File: src/rtl/tlssni_pkg.sv
// ----------------------------------------------------------------------------
// TLS SNI extractor package
// Parse phases, status codes, protocol constants and the result item type.
// ----------------------------------------------------------------------------
package tlssni_pkg;

  localparam logic [7:0]  HANDSHAKE_CONTENT = 8'h16;
  localparam logic [7:0]  CLIENT_HELLO_TYPE = 8'h01;
  localparam logic [7:0]  SSL2_LENGTH_BIT   = 8'h80;
  localparam logic [15:0] FIXED_SKIP_LEN    = 16'd38;
  localparam logic [16:0] RECORD_HEADER_LEN = 17'd5;
  localparam logic [16:0] POS_MAX           = 17'h1FFFF;

  localparam int unsigned FIFO_DEPTH = 4;
  localparam int unsigned FIFO_AW    = $clog2(FIFO_DEPTH);

  typedef enum logic [1:0] {
    ST_FOUND      = 2'd0,
    ST_INCOMPLETE = 2'd1,
    ST_NOSNI      = 2'd2,
    ST_MALFORMED  = 2'd3
  } status_t;

  typedef enum logic [4:0] {
    PH_HDR        = 5'd0,
    PH_HS_TYPE    = 5'd1,
    PH_FIXED_SKIP = 5'd2,
    PH_SID_LEN    = 5'd3,
    PH_SID_SKIP   = 5'd4,
    PH_CS_HI      = 5'd5,
    PH_CS_LO      = 5'd6,
    PH_CS_SKIP    = 5'd7,
    PH_CM_LEN     = 5'd8,
    PH_CM_SKIP    = 5'd9,
    PH_EXTS_HI    = 5'd10,
    PH_EXTS_LO    = 5'd11,
    PH_EXT_T0     = 5'd12,
    PH_EXT_T1     = 5'd13,
    PH_EXT_L0     = 5'd14,
    PH_EXT_L1     = 5'd15,
    PH_EXT_SKIP   = 5'd16,
    PH_SNL_SKIP   = 5'd17,
    PH_NAME_TYPE  = 5'd18,
    PH_NAME_L0    = 5'd19,
    PH_NAME_L1    = 5'd20,
    PH_NAME_SKIP  = 5'd21,
    PH_NAME_COPY  = 5'd22,
    PH_DONE       = 5'd23
  } phase_t;

  typedef struct packed {
    logic        item_kind;
    logic [7:0]  host_byte;
    status_t     status;
    logic [15:0] name_length;
    logic        last;
  } out_item_t;

endpackage

File: src/rtl/tls_sni_hostname_extractor_top.sv
// Latency: a request is parsed in the cycle it is accepted; its results are
// offered on the master side from the next cycle on, through a 4-entry queue.
// Throughput: one byte per cycle; a byte yields at most two results (a host
// name byte and the final status), and the queue must hold two free entries.
// Reset: rst is synchronous, active high, clears the parser and the queue.
// The parser also clears itself after each byte marked as the packet end.
// ----------------------------------------------------------------------------
// TLS SNI host name extractor
// Parses a TLS ClientHello byte by byte and streams out the first host name.
// ----------------------------------------------------------------------------
module tls_sni_hostname_extractor_top (
  input  logic        clk,
  input  logic        rst,
  input  logic        s_tvalid,
  output logic        s_tready,
  input  logic [7:0]  s_tdata,   // [7:0] data_byte
  input  logic        s_tlast,   // end_of_packet
  output logic        m_tvalid,
  input  logic        m_tready,
  output logic [31:0] m_tdata,   // [7:0] host_byte, [9:8] status, [25:10] name_length
  output logic        m_tuser,   // item_kind
  output logic        m_tlast    // last
);
  import tlssni_pkg::*;

  // Parser state
  phase_t      phase, phase_next;
  logic [16:0] byte_position;
  logic [16:0] record_end, record_end_next;
  logic [15:0] field_remaining, field_remaining_next;
  logic [16:0] ext_list_end, ext_list_end_next;
  logic [16:0] ext_end, ext_end_next;
  logic [7:0]  version_major, version_major_next;
  logic [7:0]  version_minor, version_minor_next;
  logic [7:0]  first_byte, first_byte_next;
  logic [7:0]  length_high, length_high_next;
  status_t     outcome_code, outcome_code_next;
  logic [15:0] found_length, found_length_next;
  logic        type_zero, type_zero_next;

  // Result queue
  out_item_t            fifo [FIFO_DEPTH];
  logic [FIFO_AW-1:0]   wr_ptr, rd_ptr;
  logic [FIFO_AW:0]     count;

  logic        accept, pop;
  logic [7:0]  b;
  logic [15:0] ln;
  logic [17:0] q18, t18, sb18;
  logic        in_body, name_emit;
  status_t     eop_status;
  out_item_t   res0, res1;
  logic [1:0]  n_push;

  assign accept = s_tvalid && s_tready;
  assign pop    = m_tvalid && m_tready;
  assign b      = s_tdata;
  assign ln     = {length_high, b};
  assign q18    = 18'(byte_position);
  assign t18    = q18 + 18'd1 + 18'(ln);
  assign sb18   = q18 + 18'd1 + 18'(b);
  assign in_body = (phase != PH_HDR) && (phase != PH_DONE) && (byte_position < record_end);

  // Next-state logic of the parser
  always_comb begin
    phase_next           = phase;
    record_end_next      = record_end;
    field_remaining_next = field_remaining;
    ext_list_end_next    = ext_list_end;
    ext_end_next         = ext_end;
    version_major_next   = version_major;
    version_minor_next   = version_minor;
    first_byte_next      = first_byte;
    length_high_next     = length_high;
    outcome_code_next    = outcome_code;
    found_length_next    = found_length;
    type_zero_next       = type_zero;

    if (phase == PH_HDR) begin
      case (byte_position)
        17'd0: first_byte_next = b;
        17'd1: version_major_next = b;
        17'd2: version_minor_next = b;
        17'd3: length_high_next = b;
        default: begin
          record_end_next = 17'(ln) + RECORD_HEADER_LEN;
          if (((first_byte & SSL2_LENGTH_BIT) != 8'd0) && (version_minor == 8'd1)) begin
            record_end_next   = RECORD_HEADER_LEN;
            outcome_code_next = ST_NOSNI;
            phase_next        = PH_DONE;
          end else if (first_byte != HANDSHAKE_CONTENT) begin
            record_end_next   = RECORD_HEADER_LEN;
            outcome_code_next = ST_MALFORMED;
            phase_next        = PH_DONE;
          end else if (version_major < 8'd3) begin
            record_end_next   = RECORD_HEADER_LEN;
            outcome_code_next = ST_NOSNI;
            phase_next        = PH_DONE;
          end else if (ln == 16'd0) begin
            // A record too short to hold even the handshake type.
            outcome_code_next = ST_MALFORMED;
            phase_next        = PH_DONE;
          end else begin
            phase_next = PH_HS_TYPE;
          end
        end
      endcase
    end else if (in_body) begin
      case (phase)
        PH_HS_TYPE: begin
          if (b != CLIENT_HELLO_TYPE ||
              (RECORD_HEADER_LEN + 17'(FIXED_SKIP_LEN) + 17'd1) > record_end) begin
            outcome_code_next = ST_MALFORMED;
            phase_next        = PH_DONE;
          end else begin
            field_remaining_next = FIXED_SKIP_LEN - 16'd1;
            phase_next           = PH_FIXED_SKIP;
          end
        end
        PH_SID_LEN: begin
          if (sb18 + 18'd2 > 18'(record_end)) begin
            outcome_code_next = ST_MALFORMED;
            phase_next        = PH_DONE;
          end else if (b == 8'd0) begin
            phase_next = PH_CS_HI;
          end else begin
            field_remaining_next = 16'(b);
            phase_next           = PH_SID_SKIP;
          end
        end
        PH_CS_HI: begin
          length_high_next = b;
          phase_next       = PH_CS_LO;
        end
        PH_EXTS_HI: begin
          length_high_next = b;
          phase_next       = PH_EXTS_LO;
        end
        PH_EXT_L0: begin
          length_high_next = b;
          phase_next       = PH_EXT_L1;
        end
        PH_NAME_L0: begin
          length_high_next = b;
          phase_next       = PH_NAME_L1;
        end
        PH_CS_LO: begin
          if (t18 + 18'd1 > 18'(record_end)) begin
            outcome_code_next = ST_MALFORMED;
            phase_next        = PH_DONE;
          end else if (ln == 16'd0) begin
            phase_next = PH_CM_LEN;
          end else begin
            field_remaining_next = ln;
            phase_next           = PH_CS_SKIP;
          end
        end
        PH_CM_LEN: begin
          if (sb18 == 18'(record_end) && version_major == 8'd3 && version_minor == 8'd0) begin
            // SSL 3.0 hello without an extension block.
            outcome_code_next = ST_NOSNI;
            phase_next        = PH_DONE;
          end else if (sb18 + 18'd2 > 18'(record_end)) begin
            outcome_code_next = ST_MALFORMED;
            phase_next        = PH_DONE;
          end else if (b == 8'd0) begin
            phase_next = PH_EXTS_HI;
          end else begin
            field_remaining_next = 16'(b);
            phase_next           = PH_CM_SKIP;
          end
        end
        PH_EXTS_LO: begin
          if (t18 > 18'(record_end)) begin
            outcome_code_next = ST_MALFORMED;
            phase_next        = PH_DONE;
          end else begin
            ext_list_end_next = t18[16:0];
            if (q18 + 18'd5 <= t18) begin
              phase_next = PH_EXT_T0;
            end else begin
              outcome_code_next = (q18 + 18'd1 == t18) ? ST_NOSNI : ST_MALFORMED;
              phase_next        = PH_DONE;
            end
          end
        end
        PH_EXT_T0: begin
          type_zero_next = (b == 8'd0);
          phase_next     = PH_EXT_T1;
        end
        PH_EXT_T1: begin
          type_zero_next = type_zero && (b == 8'd0);
          phase_next     = PH_EXT_L0;
        end
        PH_EXT_L1: begin
          if (type_zero) begin
            // Server name extension: skip the list length, then the entries.
            if (t18 > 18'(ext_list_end)) begin
              outcome_code_next = ST_MALFORMED;
              phase_next        = PH_DONE;
            end else begin
              ext_end_next = t18[16:0];
              if (q18 + 18'd6 < t18) begin
                field_remaining_next = 16'd2;
                phase_next           = PH_SNL_SKIP;
              end else begin
                outcome_code_next = (q18 + 18'd3 == t18) ? ST_NOSNI : ST_MALFORMED;
                phase_next        = PH_DONE;
              end
            end
          end else if (19'(t18) + 19'd4 <= 19'(ext_list_end)) begin
            if (ln == 16'd0) begin
              phase_next = PH_EXT_T0;
            end else begin
              field_remaining_next = ln;
              phase_next           = PH_EXT_SKIP;
            end
          end else begin
            outcome_code_next = (t18 == 18'(ext_list_end)) ? ST_NOSNI : ST_MALFORMED;
            phase_next        = PH_DONE;
          end
        end
        PH_NAME_TYPE: begin
          type_zero_next = (b == 8'd0);
          phase_next     = PH_NAME_L0;
        end
        PH_NAME_L1: begin
          if (t18 > 18'(ext_end)) begin
            outcome_code_next = ST_MALFORMED;
            phase_next        = PH_DONE;
          end else if (type_zero) begin
            found_length_next = ln;
            outcome_code_next = ST_FOUND;
            if (ln == 16'd0) begin
              phase_next = PH_DONE;
            end else begin
              field_remaining_next = ln;
              phase_next           = PH_NAME_COPY;
            end
          end else if (19'(t18) + 19'd3 < 19'(ext_end)) begin
            if (ln == 16'd0) begin
              phase_next = PH_NAME_TYPE;
            end else begin
              field_remaining_next = ln;
              phase_next           = PH_NAME_SKIP;
            end
          end else begin
            outcome_code_next = (t18 == 18'(ext_end)) ? ST_NOSNI : ST_MALFORMED;
            phase_next        = PH_DONE;
          end
        end
        PH_NAME_COPY: begin
          if (field_remaining <= 16'd1) begin
            phase_next = PH_DONE;
          end else begin
            field_remaining_next = field_remaining - 16'd1;
          end
        end
        default: begin
          // Skip phases count down and then move on to the field that follows.
          if (field_remaining <= 16'd1) begin
            case (phase)
              PH_FIXED_SKIP: phase_next = PH_SID_LEN;
              PH_SID_SKIP:   phase_next = PH_CS_HI;
              PH_CS_SKIP:    phase_next = PH_CM_LEN;
              PH_CM_SKIP:    phase_next = PH_EXTS_HI;
              PH_EXT_SKIP:   phase_next = PH_EXT_T0;
              default:       phase_next = PH_NAME_TYPE;
            endcase
          end else begin
            field_remaining_next = field_remaining - 16'd1;
          end
        end
      endcase
    end
  end

  // Result generation
  always_comb begin
    name_emit = in_body && (phase == PH_NAME_COPY);

    if ((q18 + 18'd1 < 18'(RECORD_HEADER_LEN)) || (q18 + 18'd1 < 18'(record_end_next))) begin
      eop_status = ST_INCOMPLETE;
    end else begin
      eop_status = outcome_code_next;
    end

    res1.item_kind   = 1'b1;
    res1.host_byte   = 8'd0;
    res1.status      = eop_status;
    res1.name_length = (eop_status == ST_FOUND) ? found_length_next : 16'd0;
    res1.last        = 1'b1;

    if (name_emit) begin
      res0.item_kind   = 1'b0;
      res0.host_byte   = b;
      res0.status      = ST_FOUND;
      res0.name_length = 16'd0;
      res0.last        = 1'b0;
      n_push           = {1'b0, name_emit} + {1'b0, s_tlast};
    end else begin
      res0   = res1;
      n_push = {1'b0, s_tlast};
    end
  end

  // Parser registers
  always_ff @(posedge clk) begin
    if (rst || (accept && s_tlast)) begin
      phase           <= PH_HDR;
      byte_position   <= 17'd0;
      record_end      <= 17'd0;
      field_remaining <= 16'd0;
      ext_list_end    <= 17'd0;
      ext_end         <= 17'd0;
      version_major   <= 8'd0;
      version_minor   <= 8'd0;
      first_byte      <= 8'd0;
      length_high     <= 8'd0;
      outcome_code    <= ST_INCOMPLETE;
      found_length    <= 16'd0;
      type_zero       <= 1'b0;
    end else if (accept) begin
      phase           <= phase_next;
      if (byte_position < POS_MAX) begin
        byte_position <= byte_position + 17'd1;
      end
      record_end      <= record_end_next;
      field_remaining <= field_remaining_next;
      ext_list_end    <= ext_list_end_next;
      ext_end         <= ext_end_next;
      version_major   <= version_major_next;
      version_minor   <= version_minor_next;
      first_byte      <= first_byte_next;
      length_high     <= length_high_next;
      outcome_code    <= outcome_code_next;
      found_length    <= found_length_next;
      type_zero       <= type_zero_next;
    end
  end

  // Result queue: up to two writes and one read per cycle.
  assign s_tready = (count <= (FIFO_AW+1)'(FIFO_DEPTH - 2));
  assign m_tvalid = (count != '0);

  always_ff @(posedge clk) begin
    if (accept && (n_push != 2'd0)) begin
      fifo[wr_ptr] <= res0;
      if (n_push == 2'd2) begin
        fifo[wr_ptr + FIFO_AW'(1)] <= res1;
      end
    end
  end

  always_ff @(posedge clk) begin
    if (rst) begin
      wr_ptr <= '0;
      rd_ptr <= '0;
      count  <= '0;
    end else begin
      if (accept) begin
        wr_ptr <= wr_ptr + FIFO_AW'(n_push);
      end
      if (pop) begin
        rd_ptr <= rd_ptr + FIFO_AW'(1);
      end
      count <= count + (FIFO_AW+1)'(accept ? n_push : 2'd0) - (FIFO_AW+1)'(pop);
    end
  end

  assign m_tdata = {6'd0, fifo[rd_ptr].name_length, fifo[rd_ptr].status,
                    fifo[rd_ptr].host_byte};
  assign m_tuser = fifo[rd_ptr].item_kind;
  assign m_tlast = fifo[rd_ptr].last;

endmodule

File: config.mk
export PLATFORM = sky130hd
export DESIGN_NAME = tls_sni_hostname_extractor_top
export DESIGN_NICKNAME = d
export VERILOG_FILES = /design/src/rtl/tlssni_pkg.sv /design/src/rtl/tls_sni_hostname_extractor_top.sv
export SDC_FILE = /design/constraint.sdc
export NUM_CORES = 1
export LEC_CHECK = 0
export ABC_AREA = 1
export BUFFER_PORTS_ARGS = -buffer_cell sky130_fd_sc_hd__buf_4
export CORE_ASPECT_RATIO = 1.2
export CORE_MARGIN = 2
export CORE_UTILIZATION = 50
export CTS_BUF_LIST = sky130_fd_sc_hd__clkbuf_16
export DETAILED_ROUTE_END_ITERATION = 10
export MAX_ROUTING_LAYER = met4
export PLACE_DENSITY = 0.66
export SLEW_MARGIN = 15
export SYNTH_ARGS = -nofsm -noshare
export SYNTH_HDL_FRONTEND = slang
export SYNTH_SLANG_ARGS = --single-unit
File: constraint.sdc
create_clock -name clk -period 7.1 [get_ports clk]
set_input_delay 0.71 -clock clk [delete_from_list [all_inputs] [get_ports clk]]
set_output_delay 0.71 -clock clk [all_outputs]
set_load 0.02 [all_outputs]
==> key figures <==
Job
  – Max_cap viols: 0

Global routing
  – First-pass GRT wire length: 126800 µm
  – Largest net degree at the start of global routing: 55
  – Total track usage: roughly 37%
  – Initial antenna violation count: 1
  – Remaining Overflow, GRT: 0
  – Vias in the first global route: between 20000 and 25000

Routing
  – Initial drt markers: 1509
  – Vias: ~22000
  – Vias/cell: 5.825
  – Drc violations: 0
  – Pre-antenna DRT Iters: 6
  – Final wirelength: 83990 µm
  – Antenna-violating nets left: 0
  – Routed wire per std cell: 21.87 µm

Synthesis
  – XOR/XNOR share of the synthesized area: approximately 5.3%
  – Combinational family with the most area after synthesis: simple AND/OR/NAND/NOR gates
  – Post-synth top area share: approximately 17%
  – Post-synthesis sequential area ratio: 26.72%
  – Synth Area in Adders: between 10% and 20%
  – Netlist cell types: 60
  – Top post-synthesis cells by area: dfxtp_1 17%, ha_1 13%, nand2_1 10%
  – Synth cell count leaders: 608 x nand2_1, 412 x inv_1, 378 x nor2_1, 273 x o21ai_0
  – Syn avg cell area: 6.816 µm²
  – Ys async rst share: 0%
  – Post-synthesis compound-gate area fraction: 15.89%
  – EDFF count, synth: between 70 and 80
  – Synthesized instance count: 3220
  – Seq cells post-synth: roughly 260
  – Synth Flop Type: dfxtp_1
  – Top-count cell post-synth: nand2_1
  – Netlist Area Pre-Place: 21950 µm²
  – Area leader, netlist: dfxtp_1
  – Yosys warns: 0
  – Mux contribution to synthesized area: 0%
  – Fraction of the mapped netlist area in simple logic gates: 29.04%

Pwr
  – Sequential share of power: 20.5%
  – Pwr Density: between 300 and 400 nW/µm²
  – Worst VDD drop: 232.2 µV
  – Net Sw Power: 4.391 mW
  – Leakage power: 10.99 nW
  – Clk pwr share: 18.1%
  – Internal: 4.218 mW
  – Power share of the combinational group: about three fifths
  – Switching part of the total: 51.00%

STA
  – Hold WS: 0.3045 ns
  – Worst setup slack after layout: around 0.5 ns
  – Endpoints failing setup: 0
  – Final worst path period need: 6.589 ns
  – Max frequency: 0.1518 GHz
  – Hold Violations, Final: 0
  – Post-route clock period utilization: 92.80%
  – Worst Skew: 0.01640 ns
  – Worst slew margin: 29.90%
  – Tightest Pin Transition: between 1 and 1.5 ns
  – Fin. max-slew vios: 0

Layout
  – Post-route cell area: 24050 µm²
  – Share of cells above drive strength 1: 9.360%
  – Nets: between 3000 and 4000
  – Filler cells: 4328
  – Area growth syn-to-layout: 9.577%

Clocking
  – Worst skew pair latency: 0.59 ns
  – CTS root buffer: clkbuf_16
  – H-Tree Depth: 1
  – TritonCTS Sinks: about 260
  – CTS max path bufs: 3
  – Inserted Clock Buffers: 30
  – CTS tree: built
  – Clk pin slew, worst setup/hold paths: about 0.06 ns

Placement
  – GP Congestion: 1.082
  – Placed Area: 23030 µm²
  – Port Buffers: 42
  – Dpl ws: 0.4719 ns
  – Post-detail-place hpwl: ~65000 µm

Setup path
  – Worst path required time: 7.51 ns
  – CP Class: reg -> reg
  – Slowest CP cell: ha_1
  – Worst EP arrival: 7.00 ns
  – CP Max Fanout: 17
  – Startpoint class of the critical path: flip-flop
  – Setup crit end kind: flip-flop
  – Crit path largest cell delay: between 0.4 and 0.5 ns

Run status
  – Status: completed

Floorplan
  – Initial Utilization: 50.32%
  – Die width: 195.3 µm
  – IO Pins: 49
  – Core Area: 43620 µm²
  – Die Y: roughly 230 µm
  – Die area: 45600 µm²
  – Cell Rows: 84

Hold path
  – Worst hold path type: in -> reg
## cell usage in the layout, fill, tap and decap left out, drive strengths merged, types with 6 or more instances in the layout
cell type  synthesis  layout
nor4              20      20
o2111ai            6       6
buf               37     110
inv              421     428
nor2             441     441
nand4             56      56
nand3b             9       9
a211oi            27      27
o211ai             8       8
a21oi            231     231
clkbuf            73      31
ha               228     228
nor3              53      53
xnor2             14      14
conb               1       6
dfxtp            185     185
o21ai            279     279
clkinv            14      26
o22ai             48      48
nand2            646     646
nand3            181     181
edfxtp            72      72
xor2             117     117
## critical path: cells and delay by family (launching register included)
family          cells  cell delay, ns
compound gates      2            0.33
simple gates       23            3.54
xor+xnor            2            0.40
flops               1            0.41
fa+ha+maj           3            1.02
buf+inv             6            0.68
## per-layer routing
| layer | global-route usage [%] | vias up | part of all wire [%] | wire [µm] |
|---|---|---|---|---|
| li1 | - | 10750 | - | - |
| met1 | 42.26 | 10520 | 39 | 32880 |
| met2 | 64.69 | 837 | 48 | 40520 |
| met3 | 4.043 | 259 | 5.9 | 4964 |
| met4 | 21.73 | 0 | 6.7 | 5627 |
| met5 | - | - | 0 | 0 |
## per-stage QoR
step	power (mW)	cells	utilization, %	TNS [ns]
after CTS	8.523	3839	55.05	0
after floorplan	5.215	3225	-	0
after global routing	9.190	3840	55.14	-0.01262
after detailed placement	6.957	3784	52.81	0
final	8.608	3840	55.14	0
after global placement	6.892	3784	52.81	0
## final cells by class
class,instances,area (µm²),share of cell area [%]
Inverter,435,1634,6.794
Multi-Input combinational cell,2423,14020,58.29
Sequential cell,257,5868,24.40
Antenna cell,1,2.502,0.01040
Clock inverter,24,201.4,0.8376
Timing Repair Buffer,110,850.8,3.538
Tap cell,559,699.4,2.908
Clock buffer,31,775.7,3.225
## worst paths after layout
kind                         start         end  slack [ns]  depth (start not counted)
setup / recovery  byte_position[1]  fifo[0][7]        0.51                         36
hold / removal                 rst    count[1]        0.30                          2
setup reg to reg  byte_position[1]  fifo[0][7]        0.51                         36
hold reg to reg         fifo[3][0]  fifo[3][0]        0.46                          2
## power by group through the flow
stage,Combinational [mW],Sequential (mW),Clock (mW)
CTS,5.19,1.76,1.57
finish,5.29,1.76,1.56
global placement,5.11,1.78,0
global route,5.79,1.78,1.63
detailed placement,5.17,1.79,0
floorplan,3.49,1.73,0
## state kept, by name, indices dropped and copies added (netlist names), named ones only
signal / cells
wr_ptr: 2
first_byte: 8
phase: 5
outcome_code: 2
version_minor: 8
record_end: 17
version_major: 8
fifo: 108
type_zero: 1
count: 3
ext_list_end: 17
ext_end: 17
field_remaining: 16
found_length: 16
length_high: 8
rd_ptr: 2
byte_position: 17
## kinds of logic (layout without fill, tap and decap cells)
kind of cell | count (synthesis) | count (layout)
simple gates | 1419 | 1419
xor+xnor | 131 | 131
fa+ha+maj | 230 | 230
compound gates | 637 | 637
other cells | 1 | 7
flops | 257 | 257
buf+inv | 545 | 600
## repair_timing
action	in CTS	in global routing
gates resized for setup	0	7
hold buffers	0	0
endpoints found under the setup margin	0	73
setup buffers	0	0
(Power assumes the default switching activity.)
